<file path="config.mk">
export PLATFORM = sky130hd
export DESIGN_NAME = pes_queue
export DESIGN_NICKNAME = d
export VERILOG_FILES = /design/src/rtl/pes_queue.sv
export SDC_FILE = /design/constraint.sdc
export NUM_CORES = 1
export LEC_CHECK = 0
export ABC_CLOCK_PERIOD_IN_PS = 1600
export BUFFER_PORTS_ARGS = -buffer_cell sky130_fd_sc_hd__clkbuf_2
export CAP_MARGIN = 15
export CORE_UTILIZATION = 44
export DETAILED_ROUTE_END_ITERATION = 7
export GPL_ROUTABILITY_DRIVEN = 0
export MAX_ROUTING_LAYER = met4
export PLACE_DENSITY_LB_ADDON = 0.12
export SLEW_MARGIN = 20
export SYNTH_ARGS = -nofsm -noshare
export SYNTH_HDL_FRONTEND = slang
export SYNTH_SLANG_ARGS = --single-unit
</file>
<file path="constraint.sdc">
create_clock -name i_clk -period 1.6 [get_ports i_clk]
set_clock_uncertainty 0.2 [all_clocks]
set_input_delay 0.08 -clock i_clk [delete_from_list [all_inputs] [get_ports i_clk]]
set_output_delay 0.08 -clock i_clk [all_outputs]
set_load 0.01 [all_outputs]
</file>
<file path="src/rtl/pes_queue.sv">
// small register queue that decouples event accumulation from evaluation
module pes_queue #(
    parameter int WIDTH = 8,
    parameter int DEPTH = 2
) (
    input  logic             i_clk,
    input  logic             i_rst_n,
    input  logic             i_push_valid,
    output logic             o_push_ready,
    input  logic [WIDTH-1:0] i_push_data,
    output logic             o_pop_valid,
    input  logic             i_pop_ready,
    output logic [WIDTH-1:0] o_pop_data
);

    localparam int PTR_W  = (DEPTH > 1) ? $clog2(DEPTH) : 1;
    localparam int FILL_W = $clog2(DEPTH + 1);

    logic [WIDTH-1:0]  r_mem [DEPTH];
    logic [PTR_W-1:0]  r_wr_ptr;
    logic [PTR_W-1:0]  r_rd_ptr;
    logic [FILL_W-1:0] r_fill;
    logic              push;
    logic              pop;

    assign o_push_ready = (r_fill != FILL_W'(DEPTH));
    assign o_pop_valid  = (r_fill != '0);
    assign o_pop_data   = r_mem[r_rd_ptr];
    assign push         = i_push_valid && o_push_ready;
    assign pop          = o_pop_valid && i_pop_ready;

    // pointers and fill level
    always_ff @(posedge i_clk) begin
        if (!i_rst_n) begin
            r_wr_ptr <= '0;
            r_rd_ptr <= '0;
            r_fill   <= '0;
        end else begin
            if (push) begin
                r_wr_ptr <= (r_wr_ptr == PTR_W'(DEPTH - 1)) ? '0 : r_wr_ptr + 1'b1;
            end
            if (pop) begin
                r_rd_ptr <= (r_rd_ptr == PTR_W'(DEPTH - 1)) ? '0 : r_rd_ptr + 1'b1;
            end
            if (push && !pop) begin
                r_fill <= r_fill + 1'b1;
            end else if (pop && !push) begin
                r_fill <= r_fill - 1'b1;
            end
        end
    end

    // storage
    always_ff @(posedge i_clk) begin
        if (push) begin
            r_mem[r_wr_ptr] <= i_push_data;
        end
    end

endmodule

</file>
======== Yosys cells after proc, flatten, opt, wreduce, memory -nomap -nowiden ========
Memories as Yosys holds them, arrays and structs flattened. A register that Yosys moved wholly into a read port is not among the register bits.
Index checks and enable logic that the tools add are counted.
word-level totals
  register bits ........................... 4
  bits in writable memories ............... 16
  input port bits ......................... 12
  output and inout port bits .............. 10
  logic and storage cells ................. 25
  memories ................................ 1
operators by class
  $add $sub $neg .......................... 4
  eq/ne operators ......................... 1
  mux-type cells .......................... 8
  reduce and logical (&&, ||, !) cells .... 8
memories
  memory  words  bits a word  rd ports  clocked after memory_dff  write ports  RTL line  source
  r_mem   2      8            1         1                         1            19        logic [WIDTH-1:0] r_mem [DEPTH];
operators with widths
  cell                 count
  $mux 1               6
  $logic_and 1x1->1    4
  $mux 2               2
  $reduce_bool 2->1    2
  $add 1x1->1 const B  2
  $add 2x1->2 const B  1
  $logic_not 1->1      2
  $ne 2x2->1 const B   1
  $sub 2x1->2 const B  1

======== Depth between registers and ports, before layout ========
  depth in word-level cells ............... 6
  gate-level depth with buffers ........... 6
  gate-level depth less buffers ........... 6

======== Least setup slack after synthesis ========
OpenSTA, ideal clock, no wires.
  path type ............................... register to register
  start ................................... reg r_fill[0]
  end ..................................... reg r_fill[1]
  library setup time ...................... 70 ps
  arrival time ............................ 1429 ps
  data required time ...................... 1330 ps
  slack ................................... -99 ps
  cell stages (with the launch flop) ...... 6
  buffers on the path ..................... 0
  clock period less this slack ............ 1699 ps
  cell sequence ........................... dfxtp_1 -> nand2b_4 -> and2_1 -> ha_1 -> or3_1 -> a21oi_1
between the ends
  longest elaborated chain between the ends .. 5
  elaborated cells on any way between the ends .. 13
  classes of those cells .................. 2 x add/sub; 1 x eq/ne; 2 x mux; 8 x reduce/logical
RTL lines
  what                         RTL line  source
  from (decl)                  22        logic [FILL_W-1:0] r_fill;
  from (signal assigned)       46        r_fill <= r_fill + 1'b1;
  from (signal assigned)       48        r_fill <= r_fill - 1'b1;
  $ne 2x2->1 *                 26        assign o_push_ready = (r_fill != FILL_W'(DEPTH));
  via o_push_ready             9         output logic o_push_ready,
  $logic_and 1x1->1 *          29        assign push = i_push_valid && o_push_ready;
  $logic_not 1->1              47        end else if (pop && !push) begin
  $logic_and 1x1->1            47
  $reduce_bool 2->1 (no line)  -
The timed path passes the listed nets; every way through them passes the cells marked *. The select of a mux whose other input is x is not followed.
A chain may end at the register's enable or synchronous reset.

======== Worst setup path after layout ========
  start ................................... reg r_fill[0]
  end ..................................... reg r_fill[1]
between the ends
  longest elaborated chain between the ends .. 5
  elaborated cells on any way between the ends .. 13
  classes of those cells .................. 2 x add/sub; 1 x eq/ne; 2 x mux; 8 x reduce/logical
RTL lines
  what
  parallel branches: the longest is 5 deep, another holds $sub 2x1->2
Parallel ways; which one is timed is not known. The select of a mux whose other input is x is not followed.

==> flow_summary.toml <==
[floorplan]
dieHeight_um = 44.9
die_x_um = 44.9
start_util_pct = 46.9
fp-row-count = 15
die-area_um2 = 2020
core_um2 = 1730
io-pin-count = 22

[logic_synthesis]
netlist_instances = 50
synth_compound_area_share_pct = 3.71
synth_mux_area_share_pct = 11.1
ys_seq_area_share_pct = 71.7
synth.avg_cell_area_um2 = 16.2
synth_top_family_by_area = "multiplexers"
yosys.area.top_type = "edfxtp_1"
synth_seq_cells = 21
synth-simple-area-share_pct = 7.11
synth_adder_area_share_pct = 1.55
synth-xor-area-share_pct = 3.25
synth_cell_types = 17
synth_top_area_share_pct = 59.4
yosysWarnings = 0
netlist_area_um2 = 810
synth_nets = 63
synth_area_leaders = "edfxtp_1, dfxtp_1, mux2_2, xor2_1, nand2b_4"

[timing]
setup_viol = 1
max_slew.worst_pin.slew_ns = 0.315
relSlewSlack_pct = 78.9
hold_violations = 0
setup_ws_ns = -0.0417
holdWs_ns = 0.0630
slew_viol_final = 0
rsz0062_at_grt = "true"
fin_crit_sh_pct = 103
period_needed_ns = 1.64
fmax_mhz = 609

[placed_design]
portBuffers = 21
dp_hpwl_um = 887
placed_cells = 101

[clock_network]
clkTransAtPathRegs_ns = 0.10
cts_buffer_depth = 2
cts_tree = "done"
clkLatencyLatePin_ns = 0.29
cts_buffers = 3
cts_root_buffer = "clkbuf_4"
cts_setup_buffers = 0
cts_max_level = 1
cts.sinks = 21

[route]
route.detailed.drc = 0
vias_per_cell = 4.52
vias = 520
antenna_left = 0
first_iter_violations = 7
dr.pass1.iters = 2
routed_wl_um = 1260
wire_per_inst_um = 10.9

[power_and_ir_drop]
irDropWorstVdd_mv = 0.819
power_density_nw_per_um2 = 1390
power_mw = 1.59
p_leak_nw = 0.469

[finish]
final_cells = 115
nets = 104
final_cell_mix = "clkbuf_2, edfxtp_1, dlygate4sd3_1, mux2_2, buf_4"
antenna_cells = 0
syn_to_final_growth_pct = 41.6
drive_gt1_share_pct = 54.4
layout_commonest_cell = "clkbuf_2"
multi_input_area_um2 = 246
nFillCells = 135
regArea_um2 = 584

[global_route]
grt_usage_pct = 13.6
grt_pass1_wl_um = 1840
grt_max_degree = 12
grt-ovfl-total = 0
antenna_found_initial = 0
grt_pass1_vias = 468

[worst_setup_path]
cp_max_fo = 3
startpoint_type = "register"
path_class = "register to register"
crit_path_end_kind = "register"
critPathArrivalTime_ns = 1.67
cp.required_ns = 1.63
r2r_cells = 6

[worst_hold_path]
min_path_type = "input port to register"
holdPathStages = 5

[run_status]
violations = "setup timing"
outcome = "finished, violations left"

[run]
cap_violations = 0
area by class of cell:
type / count / share of cell area (%)
tap: 25 / 2.73
multi-input combinational: 26 / 21.5
timing repair buffer: 37 / 21.8
clock buffer: 4 / 2.29
inverter: 2 / 0.655
sequential: 21 / 51.0
power breakdown:
group	switching (mW)	total (mW)	leakage, nW	internal, mW
logic	0.254	0.584	0.262	0.330
clock network	0.142	0.239	0.0150	0.0969
registers	0.0705	0.769	0.192	0.699
total	0.467	1.59	0.469	1.13
timing repair:
action / 4_1_cts / 5_1_grt
setup endpoints to repair: 9 / 1
endpoints found under the hold margin: 21 / 0
resized for setup: 2 / 3
hold buffers: 10 / 0
through the flow:
step,setup slack (ns),instance area (um^2),setup TNS (ns),utilization [%]
finish,-0.0417,1150,-0.0417,66.4
global route,-0.0936,1150,-0.0936,66.4
CTS,-0.0297,1130,-0.0297,65.5
detailed placement,-0.0257,1000,-0.0257,58.0
global placement,0.0155,1000,0,58.0
floorplan,0.00766,826,0,-
layer usage:
metal / vias up / wire length [um] / GRT usage (%)
met5: - / 0 / -
li1: 262 / - / -
met4: 0 / 8 / 3.64
met2: 15 / 616 / 21.5
met3: 2 / 41 / 4.80
met1: 241 / 591 / 16.6
kinds of logic (layout without fill, tap and decap cells):
logic type,Yosys count,in the layout
AOI/OAI and AO/OA,5,5
xor gates and xnor gates,3,3
adders and majority gates,1,1
buffers and inverters,3,43
DFF,21,21
muxes,8,8
and+or+nand+nor,9,9
path summary, 6_finish.rpt:
kind / slack (ns) / to / startpoint
hold / removal: 0.06 / r_rd_ptr / i_pop_ready
setup reg to reg: -0.04 / r_fill[1] / r_fill[0]
hold reg to reg: 0.34 / r_rd_ptr / r_rd_ptr
setup / recovery: -0.04 / r_fill[1] / r_fill[0]
state kept, by name (all words and copies together) (netlist names), named ones only:
register and flops:
r_mem 16, r_fill 2, r_rd_ptr 1, r_wr_ptr 1
synthesized netlist by cell type:
master and n:
nand3b_1 1, mux2_2 8, buf_2 1, inv_1 2, ha_1 1, a21oi_1 2
a21bo_2 1, or2_2 1, nand2b_4 1, edfxtp_1 16, nor2_1 3, and3_1 1
and2_1 1, o21ai_0 2, xor2_1 3, dfxtp_1 5, or3_1 1
critical path, cell delays in order, from the launching register on:
cell and delay, ns:
dfxtp_2 0.35, nand2b_4 0.14, and2_4 0.16, ha_4 0.15, xor2_2 0.14, or3_1 0.32, a21oi_2 0.12
(Power assumes the default switching activity.)
