### src/rtl/pes_pkg.sv
// shared types, constants and helpers of the particle event selector
package pes_pkg;

    // defaults for the top level parameters
    localparam int DEF_MAX_PARTICLES = 16;
    localparam int DEF_MOMENTUM_BITS = 18;

    // particle ids and type table
    localparam int ID_W   = 6;
    localparam int NTYPES = 11;
    localparam int TYPE_W = 4;
    localparam int CNT_W  = 5;
    localparam logic [CNT_W-1:0] CNT_MAX = 5'd31;

    localparam logic [ID_W-1:0] ID_GAMMA = 6'd1;
    localparam logic [ID_W-1:0] ID_RES_A = 6'd3;
    localparam logic [ID_W-1:0] ID_PI0   = 6'd7;
    localparam logic [ID_W-1:0] ID_PIP   = 6'd8;
    localparam logic [ID_W-1:0] ID_PIM   = 6'd9;
    localparam logic [ID_W-1:0] ID_KP    = 6'd11;
    localparam logic [ID_W-1:0] ID_KM    = 6'd12;
    localparam logic [ID_W-1:0] ID_N     = 6'd13;
    localparam logic [ID_W-1:0] ID_P     = 6'd14;
    localparam logic [ID_W-1:0] ID_PBAR  = 6'd15;
    localparam logic [ID_W-1:0] ID_ETA   = 6'd17;
    localparam logic [ID_W-1:0] ID_RES_B = 6'd18;

    localparam logic [TYPE_W-1:0] T_UNK  = 4'd0;
    localparam logic [TYPE_W-1:0] T_GAM  = 4'd1;
    localparam logic [TYPE_W-1:0] T_PIP  = 4'd2;
    localparam logic [TYPE_W-1:0] T_PIM  = 4'd3;
    localparam logic [TYPE_W-1:0] T_PI0  = 4'd4;
    localparam logic [TYPE_W-1:0] T_ETA  = 4'd5;
    localparam logic [TYPE_W-1:0] T_KP   = 4'd6;
    localparam logic [TYPE_W-1:0] T_KM   = 4'd7;
    localparam logic [TYPE_W-1:0] T_P    = 4'd8;
    localparam logic [TYPE_W-1:0] T_PBAR = 4'd9;
    localparam logic [TYPE_W-1:0] T_N    = 4'd10;

    typedef logic [NTYPES-1:0][CNT_W-1:0] t_counts;

    // channel code
    localparam int CODE_W     = 27;
    localparam int CODE_SUM_W = 29;
    localparam logic [CODE_W-1:0] CODE_MAX = 27'h7FF_FFFF;
    localparam int unsigned W_UNK  = 10000000;
    localparam int unsigned W_PBAR = 1000000;
    localparam int unsigned W_N    = 100000;
    localparam int unsigned W_P    = 10000;
    localparam int unsigned W_ETA  = 1000;
    localparam int unsigned W_K    = 100;
    localparam int unsigned W_PI   = 10;

    // topology modes and the channel codes they imply
    localparam int MODE_W = 3;
    localparam logic [MODE_W-1:0] MODE_NONE       = 3'd0;
    localparam logic [MODE_W-1:0] MODE_P_PIP_PIM  = 3'd1;
    localparam logic [MODE_W-1:0] MODE_P_PIP      = 3'd2;
    localparam logic [MODE_W-1:0] MODE_2PIP_PIM   = 3'd3;
    localparam logic [MODE_W-1:0] MODE_PIP_PIM_KP = 3'd4;
    localparam logic [CODE_W-1:0] CODE_P_PIP_PIM  = 27'd10020;
    localparam logic [CODE_W-1:0] CODE_P_PIP      = 27'd10010;
    localparam logic [CODE_W-1:0] CODE_2PIP_PIM   = 27'd30;
    localparam logic [CODE_W-1:0] CODE_PIP_PIM_KP = 27'd120;

    // squared mass
    localparam int MSQ_OUT_W = 47;
    localparam int WIDE_W    = 64;
    localparam logic signed [WIDE_W-1:0] MSQ_MAX_WIDE = 64'sh0000_3FFF_FFFF_FFFF;
    localparam logic signed [WIDE_W-1:0] MSQ_MIN_WIDE = 64'shFFFF_C000_0000_0000;

    // configuration
    localparam int MASS_W     = 16;
    localparam int KEPT_W     = 30;
    localparam int CFG_ADDR_W = 3;
    localparam int CFG_DATA_W = 30;
    localparam logic [CFG_ADDR_W-1:0] CFG_CHECK_CHANNEL  = 3'd0;
    localparam logic [CFG_ADDR_W-1:0] CFG_WANTED_CHANNEL = 3'd1;
    localparam logic [CFG_ADDR_W-1:0] CFG_CHECK_MODE     = 3'd2;
    localparam logic [CFG_ADDR_W-1:0] CFG_WANTED_MODE    = 3'd3;
    localparam logic [CFG_ADDR_W-1:0] CFG_MASS_LOW       = 3'd4;
    localparam logic [CFG_ADDR_W-1:0] CFG_MASS_HIGH      = 3'd5;
    localparam logic [CFG_ADDR_W-1:0] CFG_MAX_KEPT       = 3'd6;
    localparam logic [MASS_W-1:0] MASS_HIGH_RST = 16'd50000;
    localparam logic [KEPT_W-1:0] MAX_KEPT_RST  = 30'd999999999;

    typedef struct packed {
        logic              check_channel;
        logic [CODE_W-1:0] wanted_channel;
        logic              check_mode;
        logic [MODE_W-1:0] wanted_mode;
        logic [MASS_W-1:0] mass_low;
        logic [MASS_W-1:0] mass_high;
        logic [KEPT_W-1:0] max_kept;
    } t_cfg;

    // result word, keep in bit 0
    typedef struct packed {
        logic                 limit_reached;
        logic [MODE_W-1:0]    mode_found;
        logic [CODE_W-1:0]    channel_code;
        logic [MSQ_OUT_W-1:0] mass_squared;
        logic                 keep;
    } t_result;

    localparam int OUT_TDATA_W      = 80;
    localparam int OUT_KEEP_BIT     = 0;
    localparam int OUT_MSQ_SIGN_BIT = 47;
    localparam int OUT_CODE_LSB     = 48;
    localparam int OUT_MODE_LSB     = 75;

    // event queue depth between front and back
    localparam int QUEUE_DEPTH = 2;

    // map a particle id onto its counter
    function automatic logic [TYPE_W-1:0] type_of(input logic [ID_W-1:0] id);
        logic [TYPE_W-1:0] t;
        case (id)
            ID_GAMMA: t = T_GAM;
            ID_PI0:   t = T_PI0;
            ID_PIP:   t = T_PIP;
            ID_PIM:   t = T_PIM;
            ID_KP:    t = T_KP;
            ID_KM:    t = T_KM;
            ID_N:     t = T_N;
            ID_P:     t = T_P;
            ID_PBAR:  t = T_PBAR;
            ID_ETA:   t = T_ETA;
            default:  t = T_UNK;
        endcase
        return t;
    endfunction

    // protons, neutrons and two reserved ids stay out of the momentum sum
    function automatic logic no_sum(input logic [ID_W-1:0] id);
        return (id == ID_RES_A) || (id == ID_N) || (id == ID_P) || (id == ID_RES_B);
    endfunction

endpackage

### src/rtl/pes_front.sv
// front end: takes particles, sums four-momenta and counts types per event
module pes_front #(
    parameter int MAX_PARTICLES = pes_pkg::DEF_MAX_PARTICLES,
    parameter int MOMENTUM_BITS = pes_pkg::DEF_MOMENTUM_BITS,
    parameter int SUM_W         = MOMENTUM_BITS + $clog2(MAX_PARTICLES)
) (
    input  logic                            i_clk,
    input  logic                            i_rst_n,
    input  logic                            i_valid,
    output logic                            o_ready,
    input  logic [pes_pkg::ID_W-1:0]        i_particle_id,
    input  logic signed [MOMENTUM_BITS-1:0] i_mom_x,
    input  logic signed [MOMENTUM_BITS-1:0] i_mom_y,
    input  logic signed [MOMENTUM_BITS-1:0] i_mom_z,
    input  logic signed [MOMENTUM_BITS-1:0] i_energy,
    input  logic                            i_last,
    output logic                            o_ev_valid,
    input  logic                            i_ev_ready,
    output logic [4*SUM_W+pes_pkg::NTYPES*pes_pkg::CNT_W-1:0] o_ev_data
);
    import pes_pkg::*;

    localparam int PCNT_W = $clog2(MAX_PARTICLES + 1);

    logic signed [SUM_W-1:0] r_sum_x, r_sum_y, r_sum_z, r_sum_e;
    logic signed [SUM_W-1:0] n_sum_x, n_sum_y, n_sum_z, n_sum_e;
    t_counts                 r_cnt, n_cnt;
    logic [PCNT_W-1:0]       r_part_cnt, n_part_cnt;
    logic [TYPE_W-1:0]       id_type;
    logic                    take;
    logic                    accept;

    assign o_ready  = i_ev_ready;
    assign accept   = i_valid && o_ready;
    assign id_type  = type_of(i_particle_id);
    assign take     = (r_part_cnt < PCNT_W'(MAX_PARTICLES));

    // accumulate one particle
    always_comb begin
        n_sum_x    = r_sum_x;
        n_sum_y    = r_sum_y;
        n_sum_z    = r_sum_z;
        n_sum_e    = r_sum_e;
        n_cnt      = r_cnt;
        n_part_cnt = r_part_cnt;
        if (take) begin
            n_part_cnt = r_part_cnt + 1'b1;
            if (!no_sum(i_particle_id)) begin
                n_sum_x = r_sum_x + SUM_W'(i_mom_x);
                n_sum_y = r_sum_y + SUM_W'(i_mom_y);
                n_sum_z = r_sum_z + SUM_W'(i_mom_z);
                n_sum_e = r_sum_e + SUM_W'(i_energy);
            end
            if (r_cnt[id_type] != CNT_MAX) begin
                n_cnt[id_type] = r_cnt[id_type] + 1'b1;
            end
        end
    end

    // hand the closed event to the queue
    assign o_ev_valid = accept && i_last;
    assign o_ev_data  = {n_sum_e, n_sum_z, n_sum_y, n_sum_x, n_cnt};

    // event accumulators, cleared after the last particle
    always_ff @(posedge i_clk) begin
        if (!i_rst_n) begin
            r_sum_x    <= '0;
            r_sum_y    <= '0;
            r_sum_z    <= '0;
            r_sum_e    <= '0;
            r_cnt      <= '0;
            r_part_cnt <= '0;
        end else if (accept) begin
            if (i_last) begin
                r_sum_x    <= '0;
                r_sum_y    <= '0;
                r_sum_z    <= '0;
                r_sum_e    <= '0;
                r_cnt      <= '0;
                r_part_cnt <= '0;
            end else begin
                r_sum_x    <= n_sum_x;
                r_sum_y    <= n_sum_y;
                r_sum_z    <= n_sum_z;
                r_sum_e    <= n_sum_e;
                r_cnt      <= n_cnt;
                r_part_cnt <= n_part_cnt;
            end
        end
    end

endmodule

### config.mk
export PLATFORM = sky130hd
export DESIGN_NAME = pes_front
export DESIGN_NICKNAME = d
export VERILOG_FILES = /design/src/rtl/pes_pkg.sv /design/src/rtl/pes_front.sv
export SDC_FILE = /design/constraint.sdc
export NUM_CORES = 1
export LEC_CHECK = 0
export BUFFER_PORTS_ARGS = -buffer_cell sky130_fd_sc_hd__buf_2
export CAP_MARGIN = 20
export CORE_MARGIN = 10
export CORE_UTILIZATION = 40
export CTS_BUF_LIST = sky130_fd_sc_hd__clkbuf_8
export CTS_CLUSTER_DIAMETER = 200
export CTS_CLUSTER_SIZE = 30
export DETAILED_ROUTE_END_ITERATION = 7
export PLACE_DENSITY = 0.61
export SYNTH_ARGS = -nofsm -noshare
export SYNTH_HDL_FRONTEND = slang
export SYNTH_SLANG_ARGS = --single-unit
### constraint.sdc
create_clock -name i_clk -period 4.7 [get_ports i_clk]
set_input_delay 0.705 -clock i_clk [delete_from_list [all_inputs] [get_ports i_clk]]
set_output_delay 0.705 -clock i_clk [all_outputs]
set_load 0.02 [all_outputs]
### Word level (Yosys, flattened, before mapping)

Memories as Yosys holds them, arrays and structs flattened.
Index checks and enable logic that the tools add are counted.

* add/sub/neg operators: 6
* $lt $le $gt $ge: 3
* equality and inequality tests: 5
* mux-type cells: 23
* reduce and logical (&&, ||, !) cells: 8

Operator list (number)
* 22-bit 2-to-1 mux: 12
* 55-bit 2-to-1 mux: 3
* 22-bit by 18-bit adder with 22-bit output: 4
* 55-bit bitwise mux: 1
* 5-bit binary-select mux with 4-bit select: 1
* 5-bit demux with 4-bit select: 1
* 5-bit 2-to-1 mux: 4
* 6-bit by 4-bit equality test with 1-bit output (second input constant): 2
* 5-bit by 1-bit adder with 5-bit output (second input constant): 2
* 6-bit by 2-bit equality test with 1-bit output (second input constant): 1
* 6-bit by 5-bit equality test with 1-bit output (second input constant): 1
* 4-bit by 5-bit less-than comparator with 1-bit output (second input constant): 1
* 5-bit less-than comparator (second input constant): 1
* 5-bit inequality test (second input constant): 1
* 4-bit by 1-bit >= comparator with 1-bit output (second input constant): 1
* 4-bit 2-to-1 mux: 1
* 1-bit logical AND: 3
* 1-bit logical OR: 3
* 2-bit AND reduction: 1
* 2-bit nonzero test: 1

* register bits: 148
* ROM bits: 128
* input bits: 83
* output and inout port bits: 145
* word-level logic and storage cells: 62
* memories kept: 1

Memory list
* (no name shown): depth 32, bits a word 4, rd ports 1, clocked after memory_dff 0, wr ports 0, line pes_pkg.sv:118 `case (id)`

### Depth between registers and ports, before layout

Gate-level depths: netlist of run 1.
An unclocked memory read counts as a cell.

* word-level depth: 10
* gate-level depth with buffers: 22
* gate-level depth less buffers: 20

### Least setup slack after synthesis of run 1

Ideal clock, no wire load.

* kind: input to output
* from: in i_particle_id[0] in the netlist's numbering
* to: out o_ev_data[35] in the netlist's numbering
* data arrival time: 4.147 ns
* required time: 3.995 ns
* slack: -0.152 ns
* cell stages on the path: 19
* buffers on the path: 2
* cells stage by stage: inv_1 -> ha_1 -> mux2i_4 -> nand2_4 -> mux2_1 -> a22oi_1 -> nor2_1 -> nor2_4 -> inv_2 -> buf_2 -> ha_1 -> nand2_1 -> nor2_1 -> ha_1 -> nor2_1 -> nand3_1 -> or2_2 -> clkbuf_1 -> o21ai_0

* word-level cells in the longest chain between the ends: 9
* elaborated cells between the ends (all ways): 14
* those cells by class: add/sub: 1; order compare: 2; eq/ne: 1; mux: 8; reduce/logical: 1; memory: 1

RTL lines
* start, declared: line pes_front.sv:11 `input logic [pes_pkg::ID_W-1:0] i_particle_id,`
* memory read 32 x 4 bit *
* 4-bit 2-to-1 mux *: line pes_pkg.sv:118
* branches (longest 5 deep; another with 5-bit by 1-bit adder with 5-bit output)
* 55-bit 2-to-1 mux *: line pes_front.sv:54 `if (r_cnt[id_type] != CNT_MAX) begin`
* 55-bit 2-to-1 mux *: line pes_front.sv:46 `if (take) begin`
* end, declared: line pes_front.sv:19 `output logic [4*SUM_W+pes_pkg::NTYPES*pes_pkg::CNT_W-1:0] o_ev_data`

Mark *: on every way between the ends. The select of a mux whose other input is x is not followed.

### Worst setup path after layout of run 1

* from: in i_particle_id[0] in the netlist's numbering
* to: out o_ev_data[6] in the netlist's numbering

The elaborated chain is that of the path after synthesis.

==> results of run 1 <==
==> cells in the final DEF (no fill, tap or decap), types with 37 or more instances in the layout <==
cell	n
a21o_1	37
a21oi_1	73
a22oi_1	65
buf_2	207
buf_4	113
dfxtp_1	148
ha_1	90
inv_1	44
nand2_1	225
nor2_1	125
o21ai_0	111
==> worst max-delay path: stages <==
cell	delay, ns
buf_2	0.10
inv_2	0.05
ha_1	0.26
and4bb_2	0.25
a21o_4	0.23
nand2_8	0.10
mux4_2	0.50
mux2i_1	0.14
o22a_1	0.20
nor2_2	0.05
ha_2	0.17
nor2_4	0.13
buf_6	0.16
nand3_4	0.11
nor2_4	0.13
buf_6	0.12
mux2_2	0.36
buf_6	0.14
==> per-layer routing <==
layer,GRT usage (%),routed length (um),up-vias
met3,6.21,3070,62
met5,0,46,-
met1,27.9,18500,5902
met4,6.34,912,8
met2,39.2,21100,346
li1,-,-,6067
==> synth_stat cells, types with 10 or more instances <==
cell and count:
inv_1 47, xor2_1 30, clkbuf_1 53, nor2_1 136
o21ai_1 11, a31oi_1 15, a211oi_1 10, a21o_1 37
mux2i_1 14, o21ai_0 117, and3_1 10, o21a_1 12
nand4_1 12, a22o_1 35, nand2_1 231, dfxtp_1 148
nand3_1 40, mux2_2 38, nor3_1 16, xnor2_1 36
a21oi_1 74, o211ai_1 14, nor2b_1 11, buf_2 11
nand2b_1 16, ha_1 93, o22ai_1 10, or3_1 11
a32oi_1 10, a22oi_1 65, and2_1 11
==> worst max-delay path by stage <==
| stage | cells after the start | slack [ns] | end |
|---|---|---|---|
| 6_report | 18 | 0.1 | o_ev_data[6] |
| 5_1_grt | 18 | -0.05 | o_ev_data[6] |
| 4_1_cts | 20 | -0.006 | o_ev_data[30] |
| 3_5_place_dp | 17 | -0.09 | o_ev_data[14] |
| 3_3_place_gp | 17 | -0.07 | o_ev_data[14] |
| 2_1_floorplan | 19 | -0.15 | o_ev_data[35] |
==> cells by family (layout without fill, tap and decap cells) <==
family / after synthesis / after routing / synth area share [%]
muxes: 60 / 60 / 6.17
DFF: 148 / 148 / 25.2
and+or+nand+nor: 526 / 526 / 20.5
AOI/OAI and AO/OA: 487 / 487 / 28.0
buffers and inverters: 124 / 419 / 4.44
xor gates and xnor gates: 67 / 67 / 5.06
adders and majority gates: 97 / 97 / 10.6
==> metrics by stage <==
step	hold WS [ns]	util (%)	total power, mW	TNS (ns)
detailed placement	0.472	47.9	2.33	-0.352
floorplan	0.441	-	1.99	-0.304
global route	0.530	50.8	3.61	-0.227
CTS	0.487	49.4	3.44	-0.00614
finish	0.490	50.8	3.43	0
global placement	0.461	47.9	2.33	-0.213
==> power by group through the flow <==
stage          logic [mW]  clock network, mW  registers [mW]
4_1_cts              1.00               1.12            1.31
5_1_grt              1.12               1.18            1.31
3_5_place_dp        0.997                  0            1.34
2_1_floorplan       0.657                  0            1.33
3_3_place_gp        0.990                  0            1.34
6_report             1.02               1.10            1.31
==> cell type report <==
| type | count | area [sq um] |
|---|---|---|
| fill | 2890 | 14200 |
| multi-input combinational | 1237 | 8550 |
| sequential | 148 | 2960 |
| timing repair buffer | 338 | 2090 |
| tap | 384 | 480 |
| clock buffer | 18 | 248 |
| inverter | 49 | 184 |
| clock inverter | 14 | 165 |
==> timing repair <==
action,CTS,global route
setup buffers,0,11
setup endpoints to repair,12,53
hold buffers,0,0
pin swaps,1,19
resized for setup,3,98
==> sequential cells by signal, indices dropped and copies added (netlist names) <==
| signal | cells |
|---|---|
| r_cnt | 55 |
| r_part_cnt | 5 |
| r_sum_e | 22 |
| r_sum_x | 22 |
| r_sum_y | 22 |
| r_sum_z | 22 |
==> out/results.txt, run 1 <==
status = complete, no violations
Initial Util = 40.7%
Syn Nets = 1689
WL per Instance = 19.9 um
CTS tree = built
LEAKAGE = 6.68 nW
Final Setup Violations = 0
Hold Path End = r_cnt[32]
worst hold start = r_cnt[32]
Clk pwr share = 32.1%
Yosys Warn Count = 0
Layout area overhead = 24.8%
Fmax = 0.217 GHz
CP startpoint kind = primary input
antenna violations before repair = 5
vias in the first global route = 12000
number of synthesized flops with an enable pin = 0
Worst setup EP type = primary output
num rows = 62
total placed cells including tap cells = 2145
Reg2Reg Depth = 13
CTS buffer count = 17
setup ws final = 0.0987 ns
maximum fanout along the worst path = 6
Crit path required time = 3.99 ns
GRT Util Overall = 23.0%
vias = 12400
DRC violations left = 0
sw frac = 36.9%
DRT Pass-1 Iters = 5
share of cells above drive strength 1 = 27.3%
post-synthesis cell type count = 91
worst r2r src = r_sum_e[0]
commonest register cell after synthesis = dfxtp_1
Reg-to-Reg End = r_sum_e[20]
Max Cap Viol = 0
Pins Over Slew Limit = 0
crit path DAT = 3.90 ns
# IOs = 228
RePlAce Congestion = 1.02
Root Buffer = clkbuf_8
sequential share of the synthesized area = 25.2%
Switching Power = 1.27 mW
die width = 191 um
clk slew on worst S/H paths = 0.09 ns
maximum vdd ir drop = 0.000151 V
n_diodes = 0
share of the synthesized area in the top cell type = 25.2%
Layout Nets = 1971
final hold violations = 0
Setup CP Type = in2out
period utilization = 97.9%
fin crit period = 4.60 ns
Max clock buf depth = 2
dpl hpwl = 32.9 mm
Die Area = 36600 sq um
Synth Register Bits = 148
top post-synthesis cells by area = dfxtp_1 (25%), ha_1 (9.9%), nand2_1 (7.4%)
core area = 28900 sq um
Die Height = 191 um
number of port buffers = 227
first-pass GRT wire length = 67.3 mm
largest net degree at the start of global routing = 68
Synth async-reset ratio = 0%
mapped cell area = 11800 sq um
skew final = 0.0156 ns
syn avg cell area = 7.79 sq um
dpl ws = -0.0879 ns
clock sinks = 148
DR iter-0 viols = 902
final wirelength = 43.6 mm
Int Pwr = 2.16 mW
total grt overflow = 0
Post-Syn Instances = 1509
Hold Path Depth = 2
crit path from = i_particle_id[0]
Hold Path Class = reg2reg
reg2reg setup slack = 1.60 ns
Sequential Power Share = 38.2%
vias per std cell = 5.66
worst skew pair latency = 0.49 ns
htree depth = 4
Comb power frac = 29.7%
antenna viol nets, final = 0
PD cells = 234 nW/um^2
max_slew headroom = 31.5%
Placement Cell Area = 13800 sq um
worst slew pin tran = 1.03 ns
Post-Layout Cell Count = 2188
final instance area = 14700 sq um
Synth area leader = dfxtp_1
Note: power is estimated with default switching activity, not from simulation.
==> run 2: changes to the inputs <==
Settings changed: CTS_BUF_LIST sky130_fd_sc_hd__clkbuf_8 to sky130_fd_sc_hd__clkbuf_16.
==> run 2 against run 1 <==
Net effect:
- utilization up 0.40 points
- critical endpoint is now o_ev_data[44]
- global-route usage about the same
- cell area up 0.78%
- clock skew down 0.0036 ns
- sequential power about the same
- hold slack better by 0.00068 ns
- critical path depth unchanged
- wire length down 0.16%
==> out/results.txt, run 2 (synthesis gave the netlist of run 1 again) <==
share of cells above drive strength 1 = 26.9% (was 27.3%)
WL per Instance = 19.9 um (about the same)
LEAKAGE = 6.74 nW (was 6.68 nW)
skew final = 0.0120 ns (was 0.0156 ns)
Die Area = 36600 sq um (unchanged)
Critical Path Slowest Stage Cell = mux4_2 (unchanged)
Post-Layout Cell Count = 2185 (was 2188)
Final Setup Violations = 0 (unchanged)
Fill cells = 2873 (was 2890)
clock sinks = 148 (unchanged)
Fmax = 0.218 GHz (was 0.217 GHz)
max_slew headroom = 29.3% (was 31.5%)
Max clock buf depth = 2 (unchanged)
most flop-heavy register = r_cnt (unchanged)
commonest non-fill, non-tap cell in the layout = nand2_1 (unchanged)
n_diodes = 0 (unchanged)
Initial Util = 40.7% (unchanged)
total power = 3.77 mW (was 3.43 mW)
Hold Path Depth = 2 (unchanged)
unrepaired setup endpoints after global routing = yes
CTS tree = built (unchanged)
Layout Nets = 1968 (was 1971)
Worst setup EP type = primary output (unchanged)
number of port buffers = 227 (unchanged)
slowest stage delay, CP = 0.49 ns (was 0.50 ns)
maximum fanout along the worst path = 6 (unchanged)
largest net degree at the start of global routing = 68 (unchanged)
Reg2Reg Depth = 13 (unchanged)
crit path DAT = 3.89 ns (was 3.90 ns)
worst slew pin tran = 1.06 ns (was 1.03 ns)
Setup CP Type = in2out (unchanged)
worst hold start = r_cnt[32] (unchanged)
CP startpoint kind = primary input (unchanged)
maximum vdd ir drop = 0.000236 V (was 0.000151 V)
htree depth = 4 (unchanged)
DR iter-0 viols = 847 (was 902)
period utilization = 97.7% (was 97.9%)
final hold violations = 0 (unchanged)
worst r2r src = r_sum_e[0] (unchanged)
core area = 28900 sq um (unchanged)
antenna violations before repair = 5 (unchanged)
worst skew pair latency = 0.44 ns (was 0.49 ns)
Die Height = 191 um (unchanged)
DRT Pass-1 Iters = 5 (unchanged)
first-pass GRT wire length = 67.4 mm (was 67.3 mm)
GRT Util Overall = 23.0% (about the same)
dpl hpwl = 32.9 mm (unchanged)
vias = 12400 (about the same)
total grt overflow = 0 (unchanged)
total placed cells including tap cells = 2145 (unchanged)
Layout area overhead = 25.8% (was 24.8%)
PD cells = 255 nW/um^2 (was 234 nW/um^2)
Root Buffer = clkbuf_16 (was clkbuf_8)
final wirelength = 43.5 mm (was 43.6 mm)
vias per std cell = 5.67 (was 5.66)
RePlAce Congestion = 1.02 (unchanged)
max reg flops = 55 (unchanged)
Max Cap Viol = 0 (unchanged)
fin crit period = 4.59 ns (was 4.60 ns)
die width = 191 um (unchanged)
crit path from = i_particle_id[0] (unchanged)
most frequent cells in the layout = nand2_1 (225), buf_2 (208), dfxtp_1 (148) (was nand2_1 (225), buf_2 (207), dfxtp_1 (148))
DRC violations left = 0 (unchanged)
Pins Over Slew Limit = 0 (unchanged)
antenna viol nets, final = 0 (unchanged)
CTS buffer count = 17 (unchanged)
Hold Path Class = reg2reg (unchanged)
# IOs = 228 (unchanged)
vias in the first global route = 12000 (about the same)
clk slew on worst S/H paths = 0.07 ns (was 0.09 ns)
Crit path required time = 3.99 ns (about the same)
status = complete, no violations (unchanged)
num rows = 62 (unchanged)
CP Cell Sequence = buf_2 > inv_2 > ha_1 > and4bb_2 > a21o_4 > nand2_8 > mux4_2 > mux2i_1 > o22a_1 > nor2_2 > ha_2 > nor2_4 > buf_6 > nand3_4 > nor2_4 > buf_6 > mux2_2 > buf_4 (was buf_2 > inv_2 > ha_1 > and4bb_2 > a21o_4 > nand2_8 > mux4_2 > mux2i_1 > o22a_1 > nor2_2 > ha_2 > nor2_4 > buf_6 > nand3_4 > nor2_4 > buf_6 > mux2_2 > buf_6)
run 2: cell count changes in the layout (fill, tap and decap cells not counted), moves of 2 or more:
cell       before  now
buf_4         113  111
buf_6          18   16
clkbuf_16       0   17
clkbuf_8       18    0
mux2_4         10    8
run 2: final cells by class:
class | count | area [sq um] | area share, %
Clock inverter | 15 | 169 | 1.14
Timing Repair Buffer | 335 | 2050 | 13.9
Inverter | 49 | 184 | 1.24
Tap cell | 384 | 480 | 3.25
Sequential cell | 148 | 2960 | 20.0
Multi-Input combinational cell | 1237 | 8510 | 57.6
Clock buffer | 17 | 425 | 2.88
run 2: worst max-delay path, delay by kind of cell:
family | cells | cell delay, ns
AND/OR/NAND/NOR | 6 | 0.75
AO/OA/AOI/OAI | 2 | 0.43
buffers and inverters | 5 | 0.60
adder cells (fa/ha/maj) | 2 | 0.44
multiplexers | 3 | 0.97
run 2: power by group:
group / internal [mW] / switching (mW) / total, mW
combinational: 0.374 / 0.640 / 1.01
sequential: 1.28 / 0.0252 / 1.31
clock: 0.797 / 0.648 / 1.45
run 2: layer usage:
metal	share of wire [%]	up-vias	GRT usage [%]
li1	-	6062	-
met1	43	5916	28.1
met2	49	354	39.5
met3	6.8	51	5.85
met4	1.8	8	5.65
met5	0.11	-	0
run 2: per-stage QoR:
step	instance area, sq um	hold slack [ns]	setup slack, ns	TNS [ns]	util, %
after global routing	14800	0.523	-0.0243	-0.213	51.2
after floorplan	11800	0.441	-0.152	-0.304	-
after global placement	13800	0.461	-0.0708	-0.213	47.9
after detailed placement	13800	0.472	-0.0879	-0.352	47.9
after CTS	14400	0.481	-0.00613	-0.00613	50.0
final	14800	0.490	0.107	0	51.2
run 2: repair_timing:
item | CTS | global route
pin swaps | 1 | 15
buffers inserted | 0 | 8
hold buffers | 0 | 0
gates resized for setup | 3 | 87
endpoints found under the setup margin | 12 | 53
run 2: path summary, 6_finish.rpt:
kind,end,slack [ns]
max,o_ev_data[44],0.11
min,r_cnt[32],0.49
max reg2reg,r_sum_e[20],1.59
min reg2reg,r_cnt[32],0.49
